==> config.mk <==
export PLATFORM = sky130hd
export DESIGN_NAME = open_file_slot_table
export DESIGN_NICKNAME = d
export VERILOG_FILES = /design/src/hdl/oft_pkg.sv /design/src/hdl/oft_ram.sv /design/src/hdl/open_file_slot_table.sv
export SDC_FILE = /design/constraint.sdc
export NUM_CORES = 1
export LEC_CHECK = 0
export BUFFER_PORTS_ARGS = -buffer_cell sky130_fd_sc_hd__clkbuf_2
export CAP_MARGIN = 25
export CORE_MARGIN = 10
export CORE_UTILIZATION = 30
export CTS_BUF_LIST = sky130_fd_sc_hd__clkbuf_4 sky130_fd_sc_hd__clkbuf_8
export DETAILED_ROUTE_END_ITERATION = 6
export GPL_ROUTABILITY_DRIVEN = 0
export PLACE_DENSITY_LB_ADDON = 0.08
export SLEW_MARGIN = 0
export SYNTH_ARGS = -nofsm -noshare
export SYNTH_HDL_FRONTEND = slang
export SYNTH_HIERARCHICAL = 1
export SYNTH_SLANG_ARGS = --single-unit
==> constraint.sdc <==
create_clock -name i_clk -period 10.8 [get_ports i_clk]
set_input_delay 0.54 -clock i_clk [delete_from_list [all_inputs] [get_ports i_clk]]
set_output_delay 0.54 -clock i_clk [all_outputs]
set_load 0.005 [all_outputs]
==> src/hdl/oft_pkg.sv <==
`timescale 1ns / 1ps
// Shared types and constants for the open-file slot table.
// Depends on nothing; imported by open_file_slot_table.

package oft_pkg;

    // Table geometry.
    localparam int ENTRIES = 16;
    localparam int SECTORS = 1024;
    localparam int IDX_W   = $clog2(ENTRIES);
    localparam int CNT_W   = $clog2(ENTRIES + 1);

    // Fixed field widths of the stream payload.
    localparam int ACT_W   = 2;
    localparam int SEC_W   = 10;
    localparam int MODE_W  = 8;
    localparam int SLOT_W  = 4;
    localparam int STS_W   = 2;
    localparam int COUNT_W = 5;
    localparam int IN_W    = 24;
    localparam int OUT_W   = 32;

    // Width of one stored entry: sector in the high bits, mode in the low bits.
    localparam int ENT_W   = SEC_W + MODE_W;

    // Request kinds.
    typedef enum logic [ACT_W-1:0] {
        ACT_OPEN  = 2'd0,
        ACT_CLOSE = 2'd1,
        ACT_GET   = 2'd2
    } t_action;

    // Result status codes.
    typedef enum logic [STS_W-1:0] {
        STS_ADDED = 2'd0,
        STS_OK    = 2'd1,
        STS_FULL  = 2'd2,
        STS_BAD   = 2'd3
    } t_status;

    // Control sequencer states.
    typedef enum logic [1:0] {
        S_IDLE,
        S_SCAN,
        S_GET,
        S_RESP
    } t_state;

endpackage

==> src/hdl/oft_ram.sv <==
`timescale 1ns / 1ps
// Generic simple dual-port RAM with one write port and a registered read port.
// Depends on nothing.

module oft_ram #(
    parameter int WIDTH = 8,
    parameter int DEPTH = 16
) (
    input  logic                     i_clk,
    input  logic                     i_we,
    input  logic [$clog2(DEPTH)-1:0] i_waddr,
    input  logic [WIDTH-1:0]         i_wdata,
    input  logic [$clog2(DEPTH)-1:0] i_raddr,
    output logic [WIDTH-1:0]         o_rdata
);

    logic [WIDTH-1:0] r_mem [DEPTH];

    // Write port.
    always_ff @(posedge i_clk) begin
        if (i_we) begin
            r_mem[i_waddr] <= i_wdata;
        end
    end

    // Registered read port.
    always_ff @(posedge i_clk) begin
        o_rdata <= r_mem[i_raddr];
    end

endmodule

==> src/hdl/open_file_slot_table.sv <==
`timescale 1ns / 1ps
// Open-file slot table: valid bits in flip-flops, sector and mode in a RAM.
// Depends on oft_pkg and oft_ram.

// Each request is open (by sector), close (by slot) or get (by slot) and gives one
// result. The block works on one request at a time. Close, unknown requests, an open
// of an out-of-range sector and a get of an empty slot go straight to the result
// state, a get of an open slot first reads the slot from the RAM, and open walks the
// sector RAM one entry per cycle through its single read port, looking for a matching
// valid slot and remembering the lowest free one, and stops early on a match.
// The result is held in an output register, so the next request can be taken while it
// waits; a result that finds that register still full waits until the receiver takes
// the older one. Reset clears all valid marks and the used count at once; there is no
// clearing pass over the RAM.

module open_file_slot_table (
    input  logic        i_clk,
    input  logic        i_rst_n,
    // Request channel.
    input  logic        s_tvalid,
    output logic        s_tready,
    input  logic [23:0] s_tdata,   // sector_number[9:0], access_mode[17:10], slot_index[21:18]
    input  logic [1:0]  s_tuser,   // action[1:0]
    // Result channel.
    output logic        m_tvalid,
    input  logic        m_tready,
    output logic [31:0] m_tdata,   // slot[3:0], entry_sector[13:4], entry_mode[21:14],
                                   // open_count[26:22]
    output logic [1:0]  m_tuser    // status[1:0]
);

    import oft_pkg::*;

    // Sequencer and table state.
    t_state               r_state, n_state;
    logic [ENTRIES-1:0]   r_valid, n_valid;
    logic [CNT_W-1:0]     r_count, n_count;

    // Captured request.
    logic [SEC_W-1:0]     r_sec, n_sec;
    logic [MODE_W-1:0]    r_mode, n_mode;
    logic [SLOT_W-1:0]    r_slot_in, n_slot_in;

    // Scan pipeline.
    logic [IDX_W-1:0]     r_addr, n_addr;
    logic                 r_cmp_on, n_cmp_on;
    logic [IDX_W-1:0]     r_cmp_idx, n_cmp_idx;
    logic                 r_free_found, n_free_found;
    logic [IDX_W-1:0]     r_free_idx, n_free_idx;

    // Pending result.
    t_status              r_res_sts, n_res_sts;
    logic [SLOT_W-1:0]    r_res_slot, n_res_slot;
    logic [SEC_W-1:0]     r_res_sec, n_res_sec;
    logic [MODE_W-1:0]    r_res_mode, n_res_mode;

    // Output register.
    logic                 r_out_valid, n_out_valid;
    logic [1:0]           r_out_user, n_out_user;
    logic [31:0]          r_out_data, n_out_data;

    // Input field views.
    logic [SEC_W-1:0]     in_sec;
    logic [MODE_W-1:0]    in_mode;
    logic [SLOT_W-1:0]    in_slot;
    t_action              in_act;
    logic                 in_accept;
    logic                 in_bad_idx;
    logic [IDX_W-1:0]     in_addr;

    // RAM ports.
    logic                 ram_we;
    logic [IDX_W-1:0]     ram_waddr;
    logic [ENT_W-1:0]     ram_wdata;
    logic [IDX_W-1:0]     ram_raddr;
    logic [ENT_W-1:0]     ram_rdata;
    logic [SEC_W-1:0]     ram_sec;
    logic [MODE_W-1:0]    ram_mode;

    // Scan decisions.
    logic                 cmp_valid;
    logic                 cmp_hit;
    logic                 cmp_last;
    logic [IDX_W-1:0]     alloc_idx;
    logic                 alloc_ok;
    logic                 alloc_go;
    logic                 out_free;

    assign in_sec     = s_tdata[SEC_W-1:0];
    assign in_mode    = s_tdata[SEC_W+MODE_W-1:SEC_W];
    assign in_slot    = s_tdata[SEC_W+MODE_W+SLOT_W-1:SEC_W+MODE_W];
    assign in_act     = t_action'(s_tuser);
    assign in_accept  = s_tvalid && s_tready;
    assign in_bad_idx = (32'(in_slot) >= ENTRIES);
    assign in_addr    = IDX_W'(in_slot);

    assign ram_sec    = ram_rdata[ENT_W-1:MODE_W];
    assign ram_mode   = ram_rdata[MODE_W-1:0];

    // Compare stage of the open scan: the RAM word belongs to r_cmp_idx.
    assign cmp_valid  = r_valid[r_cmp_idx];
    assign cmp_hit    = r_cmp_on && cmp_valid && (ram_sec == r_sec);
    assign cmp_last   = r_cmp_on && (r_cmp_idx == IDX_W'(ENTRIES - 1));
    assign alloc_idx  = r_free_found ? r_free_idx : r_cmp_idx;
    assign alloc_ok   = (r_free_found || !cmp_valid) && (32'(r_count) < ENTRIES);
    assign alloc_go   = (r_state == S_SCAN) && !cmp_hit && cmp_last && alloc_ok;
    assign out_free   = !r_out_valid || m_tready;

    // Sector and mode storage.
    oft_ram #(
        .WIDTH (ENT_W),
        .DEPTH (ENTRIES)
    ) u_ram (
        .i_clk   (i_clk),
        .i_we    (ram_we),
        .i_waddr (ram_waddr),
        .i_wdata (ram_wdata),
        .i_raddr (ram_raddr),
        .o_rdata (ram_rdata)
    );

    // Outputs of the sequencer: handshake and RAM control.
    always_comb begin
        s_tready  = (r_state == S_IDLE);
        ram_raddr = (r_state == S_IDLE) ? in_addr : r_addr;
        ram_we    = alloc_go;
        ram_waddr = alloc_idx;
        ram_wdata = {r_sec, r_mode};
        m_tvalid  = r_out_valid;
        m_tdata   = r_out_data;
        m_tuser   = r_out_user;
    end

    // Next state of the sequencer, the table and the result path.
    always_comb begin
        n_state      = r_state;
        n_valid      = r_valid;
        n_count      = r_count;
        n_sec        = r_sec;
        n_mode       = r_mode;
        n_slot_in    = r_slot_in;
        n_addr       = r_addr;
        n_cmp_on     = r_cmp_on;
        n_cmp_idx    = r_cmp_idx;
        n_free_found = r_free_found;
        n_free_idx   = r_free_idx;
        n_res_sts    = r_res_sts;
        n_res_slot   = r_res_slot;
        n_res_sec    = r_res_sec;
        n_res_mode   = r_res_mode;
        n_out_valid  = r_out_valid && !m_tready;
        n_out_user   = r_out_user;
        n_out_data   = r_out_data;

        unique case (r_state)
            S_IDLE: begin
                if (in_accept) begin
                    n_sec      = in_sec;
                    n_mode     = in_mode;
                    n_slot_in  = in_slot;
                    n_res_sec  = '0;
                    n_res_mode = '0;
                    n_res_slot = in_slot;
                    n_res_sts  = STS_BAD;
                    n_state    = S_RESP;
                    unique case (in_act)
                        ACT_OPEN: begin
                            n_res_slot = '0;
                            if (32'(in_sec) < SECTORS) begin
                                n_addr       = '0;
                                n_cmp_on     = 1'b0;
                                n_free_found = 1'b0;
                                n_state      = S_SCAN;
                            end
                        end
                        ACT_CLOSE: begin
                            if (!in_bad_idx && r_valid[in_addr]) begin
                                n_valid[in_addr] = 1'b0;
                                if (r_count != '0) begin
                                    n_count = r_count - CNT_W'(1);
                                end
                                n_res_sts = STS_OK;
                            end
                        end
                        ACT_GET: begin
                            // The RAM read of this slot is issued in this cycle.
                            if (!in_bad_idx && r_valid[in_addr]) begin
                                n_state = S_GET;
                            end
                        end
                        default: begin
                            n_res_sts = STS_BAD;
                        end
                    endcase
                end
            end

            S_SCAN: begin
                // Issue the next read and move the compare stage along.
                n_addr    = r_addr + IDX_W'(1);
                n_cmp_on  = 1'b1;
                n_cmp_idx = r_addr;
                if (r_cmp_on && !cmp_valid && !r_free_found) begin
                    n_free_found = 1'b1;
                    n_free_idx   = r_cmp_idx;
                end
                if (cmp_hit) begin
                    n_res_sts  = STS_OK;
                    n_res_slot = SLOT_W'(r_cmp_idx);
                    n_state    = S_RESP;
                end else if (cmp_last) begin
                    if (alloc_ok) begin
                        n_valid[alloc_idx] = 1'b1;
                        n_count            = r_count + CNT_W'(1);
                        n_res_sts          = STS_ADDED;
                        n_res_slot         = SLOT_W'(alloc_idx);
                    end else begin
                        n_res_sts  = STS_FULL;
                        n_res_slot = '0;
                    end
                    n_state = S_RESP;
                end
            end

            S_GET: begin
                n_res_sts  = STS_OK;
                n_res_slot = r_slot_in;
                n_res_sec  = ram_sec;
                n_res_mode = ram_mode;
                n_state    = S_RESP;
            end

            S_RESP: begin
                // Hand the result to the output register once it is free.
                if (out_free) begin
                    n_out_valid = 1'b1;
                    n_out_user  = r_res_sts;
                    n_out_data  = {5'd0, COUNT_W'(r_count), r_res_mode, r_res_sec,
                                   r_res_slot};
                    n_state     = S_IDLE;
                end
            end

            default: begin
                n_state = S_IDLE;
            end
        endcase
    end

    // Control registers.
    always_ff @(posedge i_clk) begin
        if (!i_rst_n) begin
            r_state     <= S_IDLE;
            r_valid     <= '0;
            r_count     <= '0;
            r_cmp_on    <= 1'b0;
            r_out_valid <= 1'b0;
        end else begin
            r_state     <= n_state;
            r_valid     <= n_valid;
            r_count     <= n_count;
            r_cmp_on    <= n_cmp_on;
            r_out_valid <= n_out_valid;
        end
    end

    // Payload registers.
    always_ff @(posedge i_clk) begin
        r_sec        <= n_sec;
        r_mode       <= n_mode;
        r_slot_in    <= n_slot_in;
        r_addr       <= n_addr;
        r_cmp_idx    <= n_cmp_idx;
        r_free_found <= n_free_found;
        r_free_idx   <= n_free_idx;
        r_res_sts    <= n_res_sts;
        r_res_slot   <= n_res_slot;
        r_res_sec    <= n_res_sec;
        r_res_mode   <= n_res_mode;
        r_out_user   <= n_out_user;
        r_out_data   <= n_out_data;
    end

endmodule
==> run_results.csv <==
group,metric,value,unit
run_status,status,"complete, no violations",
yosys,ys_types,53,
detailed_routing,wl,41200,um
timing,rsz0062_at_grt,"false",
timing,worstMarginPinSlew,0.992,ns
floorplan,coreArea,0.0549,mm2
worst_setup_path,worst_setup_path_start_kind,"flop",
timing,hold_viol_final,0,
detailed_routing,via_count,8531,
worst_setup_path,crit_path_end_kind,"flop",
global_route,met2_usage,20.8,%
finish,layout-drive-gt1-share,28.3,%
timing,slew_headroom,33.5,%
global_route,grt_pass1_wl,60300,um
global_route,top_usage_layer,"met2",
hold_path,hold_start,"s_tdata[2]",
yosys,synthTopCellsByArea,"edfxtp_1, mux4_2, dfxtp_1",
floorplan,die_w,255,um
yosys,synth_area_per_cell,18.2,um2
yosys,synth_common_cells,"edfxtp_1, nand2_1, mux4_2",
floorplan,die_area,0.0649,mm2
clocking,clkLatencyLatePin,0.66,ns
detailed_routing,drc,0,
global_route,use_met1,16.6,%
detailed_routing,wire_per_inst,22.8,um
global_route,grtUsageTotal,12.8,%
yosys,synth_ff_type,"edfxtp_1",
detailed_routing,first_iter_violations,519,
clocking,cts_setup_buffers,0,
pwr,power_density,240,mW/mm2
floorplan,ios,66,
run,maxCapViolCount,0,
pwr,ir_drop,0.0998,mV
clocking,numCtsBuffers,78,
yosys,synthCells,909,
timing,setup_tns,0,ns
global_route,grt_overflow_total,0,
placed_design,place_hpwl,23700,um
pwr,p_leak,6.62,nW
global_route,met3_usage,2.75,%
timing,drv_slew,0,
floorplan,start_util,30.2,%
global_route,antenna_found_initial,3,
clocking,cts_tree,"built",
global_route,grt_max_degree,53,
worst_setup_path,critPathRequiredTime,11.10,ns
yosys,synth_top_area_cell,"edfxtp_1",
timing,period_needed,4.13,ns
yosys,synth_top_area_share,68.2,%
detailed_routing,ant_nets,0,
worst_setup_path,cp.arrival,4.43,ns
worst_setup_path,rr_startpoint,"r_cmp_idx[0]",
floorplan,rows,86,
finish,area_delta_synth_final,17.2,%
yosys,async_flop_share,0,%
yosys,synth_edf_count,376,
placed_design,io_buffers,58,
yosys,synth-seq-cells,419,
global_route,grt_pass1_vias,8947,
yosys,seq_area_frac_synth,73.4,%
worst_setup_path,critical_path.startpoint,"r_cmp_idx[0]",
yosys,syn_area,0.0165,mm2
worst_setup_path,crit_type,"flop to flop",
yosys,synth_most_common_cell,"edfxtp_1",
timing,final-setup-viol-count,0,
clocking,cts_buffer_depth,3,
worst_setup_path,path_max_fanout,13,
finish,layout.nets,1074,
hold_path,hold_path.class,"input pin to flop",
timing,finClkSkew,0.0374,ns
clocking,cts_htree_levels,3,
detailed_routing,viasPerCell,4.72,
clocking,clkTransAtPathRegs,0.06,ns
detailed_routing,drt_pass1_iterations,5,
timing,whs,0.0541,ns
floorplan,die_h,255,um
timing,fin_crit_sh,38.3,%
timing,clock.fmax,242,MHz
clocking,cts_root_buffer,"clkbuf_8",
clocking,cts.sinks,419,
yosys,ys_warn_count,6,
==> area by class of cell <==
cell class / instances / area (um2)
antenna: 2 / 5.00
clock buffer: 124 / 1480
clock inverter: 21 / 153
fill: 5225 / 35500
inverter: 14 / 52.6
multi-input combinational: 434 / 4140
sequential: 419 / 12200
tap: 704 / 881
timing repair buffer: 88 / 526
==> registers in the layout (all words and copies together), names as in the netlist <==
signal	cells
r_res_slot	4
r_cmp_on	1
u_ram/r_mem	288
r_state	2
r_res_sec	10
m_tvalid	1
r_valid	16
r_free_found	1
r_mode	8
r_addr	4
r_sec	10
r_count	5
r_res_sts	2
u_ram/o_rdata	18
m_tuser	2
m_tdata	27
r_res_mode	8
r_free_idx	4
r_slot_in	4
r_cmp_idx	4
==> report_power, final <==
group / switching, mW / total [mW] / internal (mW)
combinational: 0.559 / 0.964 / 0.405
clock: 0.674 / 1.57 / 0.895
sequential: 0.133 / 2.11 / 1.98
total: 1.37 / 4.65 / 3.28
==> worst max-delay path: stages, from the launching register on <==
cell      delay, ns
edfxtp_1       0.61
mux4_2         0.57
mux2i_1        0.19
o22a_1         0.32
o21ai_1        0.23
nor2_1         0.34
nand3b_1       0.26
nor3_2         0.81
buf_4          0.45
==> timing repair <==
item	CTS	global route
hold buffers	4	0
gates resized for setup	0	0
endpoints found under the hold margin	4	0
==> path summary, 6_finish.rpt <==
| check | slack (ns) | cells past startpoint | end |
|---|---|---|---|
| min | 0.05 | 1 | r_sec[2] |
| max reg2reg | 6.67 | 8 | u_ram/r_mem[8][2] |
| max | 6.67 | 8 | u_ram/r_mem[8][2] |
| min reg2reg | 0.41 | 0 | m_tdata[18] |
==> placed cells by master, fill, tap and decap left out, types with 6 or more instances in the layout <==
cell      count
a21oi_1       8
a22oi_1      36
and2_1       21
buf_4        26
clkbuf_2     58
clkbuf_4     37
clkbuf_8     87
clkinv_1      9
clkinv_2      7
dfxtp_1      43
edfxtp_1    376
ha_1          8
inv_1         9
mux2i_1      25
mux4_1       25
mux4_2       55
nand2_1      82
nand2b_1      9
nand3_1      17
nand4_1       6
nor2_1       14
nor2_2       13
o211ai_1      6
o21ai_0      27
o21ai_1      11
xnor2_1      13
==> kinds of logic after synthesis <==
logic type	share of synthesized area (%)
flops	73.4
simple gates	5.51
mux	13.5
compound gates	4.01
buf+inv	2.04
xor+xnor	0.741
fa+ha+maj	0.726
other cells	0.0227
==> metal layers <==
layer  wire, um  share of wire (%)
met3       2110                5.1
met4        968                2.3
met1      18500                 45
met5          0                  0
met2      19600                 48
==> through the flow <==
step	cells	cell area (um2)	total power, mW	setup slack, ns	utilization, %
finish	1806	19400	4.65	6.67	35.3
global route	1804	19400	4.91	6.41	35.3
CTS	1804	19400	4.75	6.60	35.3
detailed placement	1655	17700	3.14	6.65	32.3
global placement	1655	17700	3.14	6.65	32.3
floorplan	913	16600	2.81	6.85	-
Note: power is estimated with default switching activity, not from simulation.
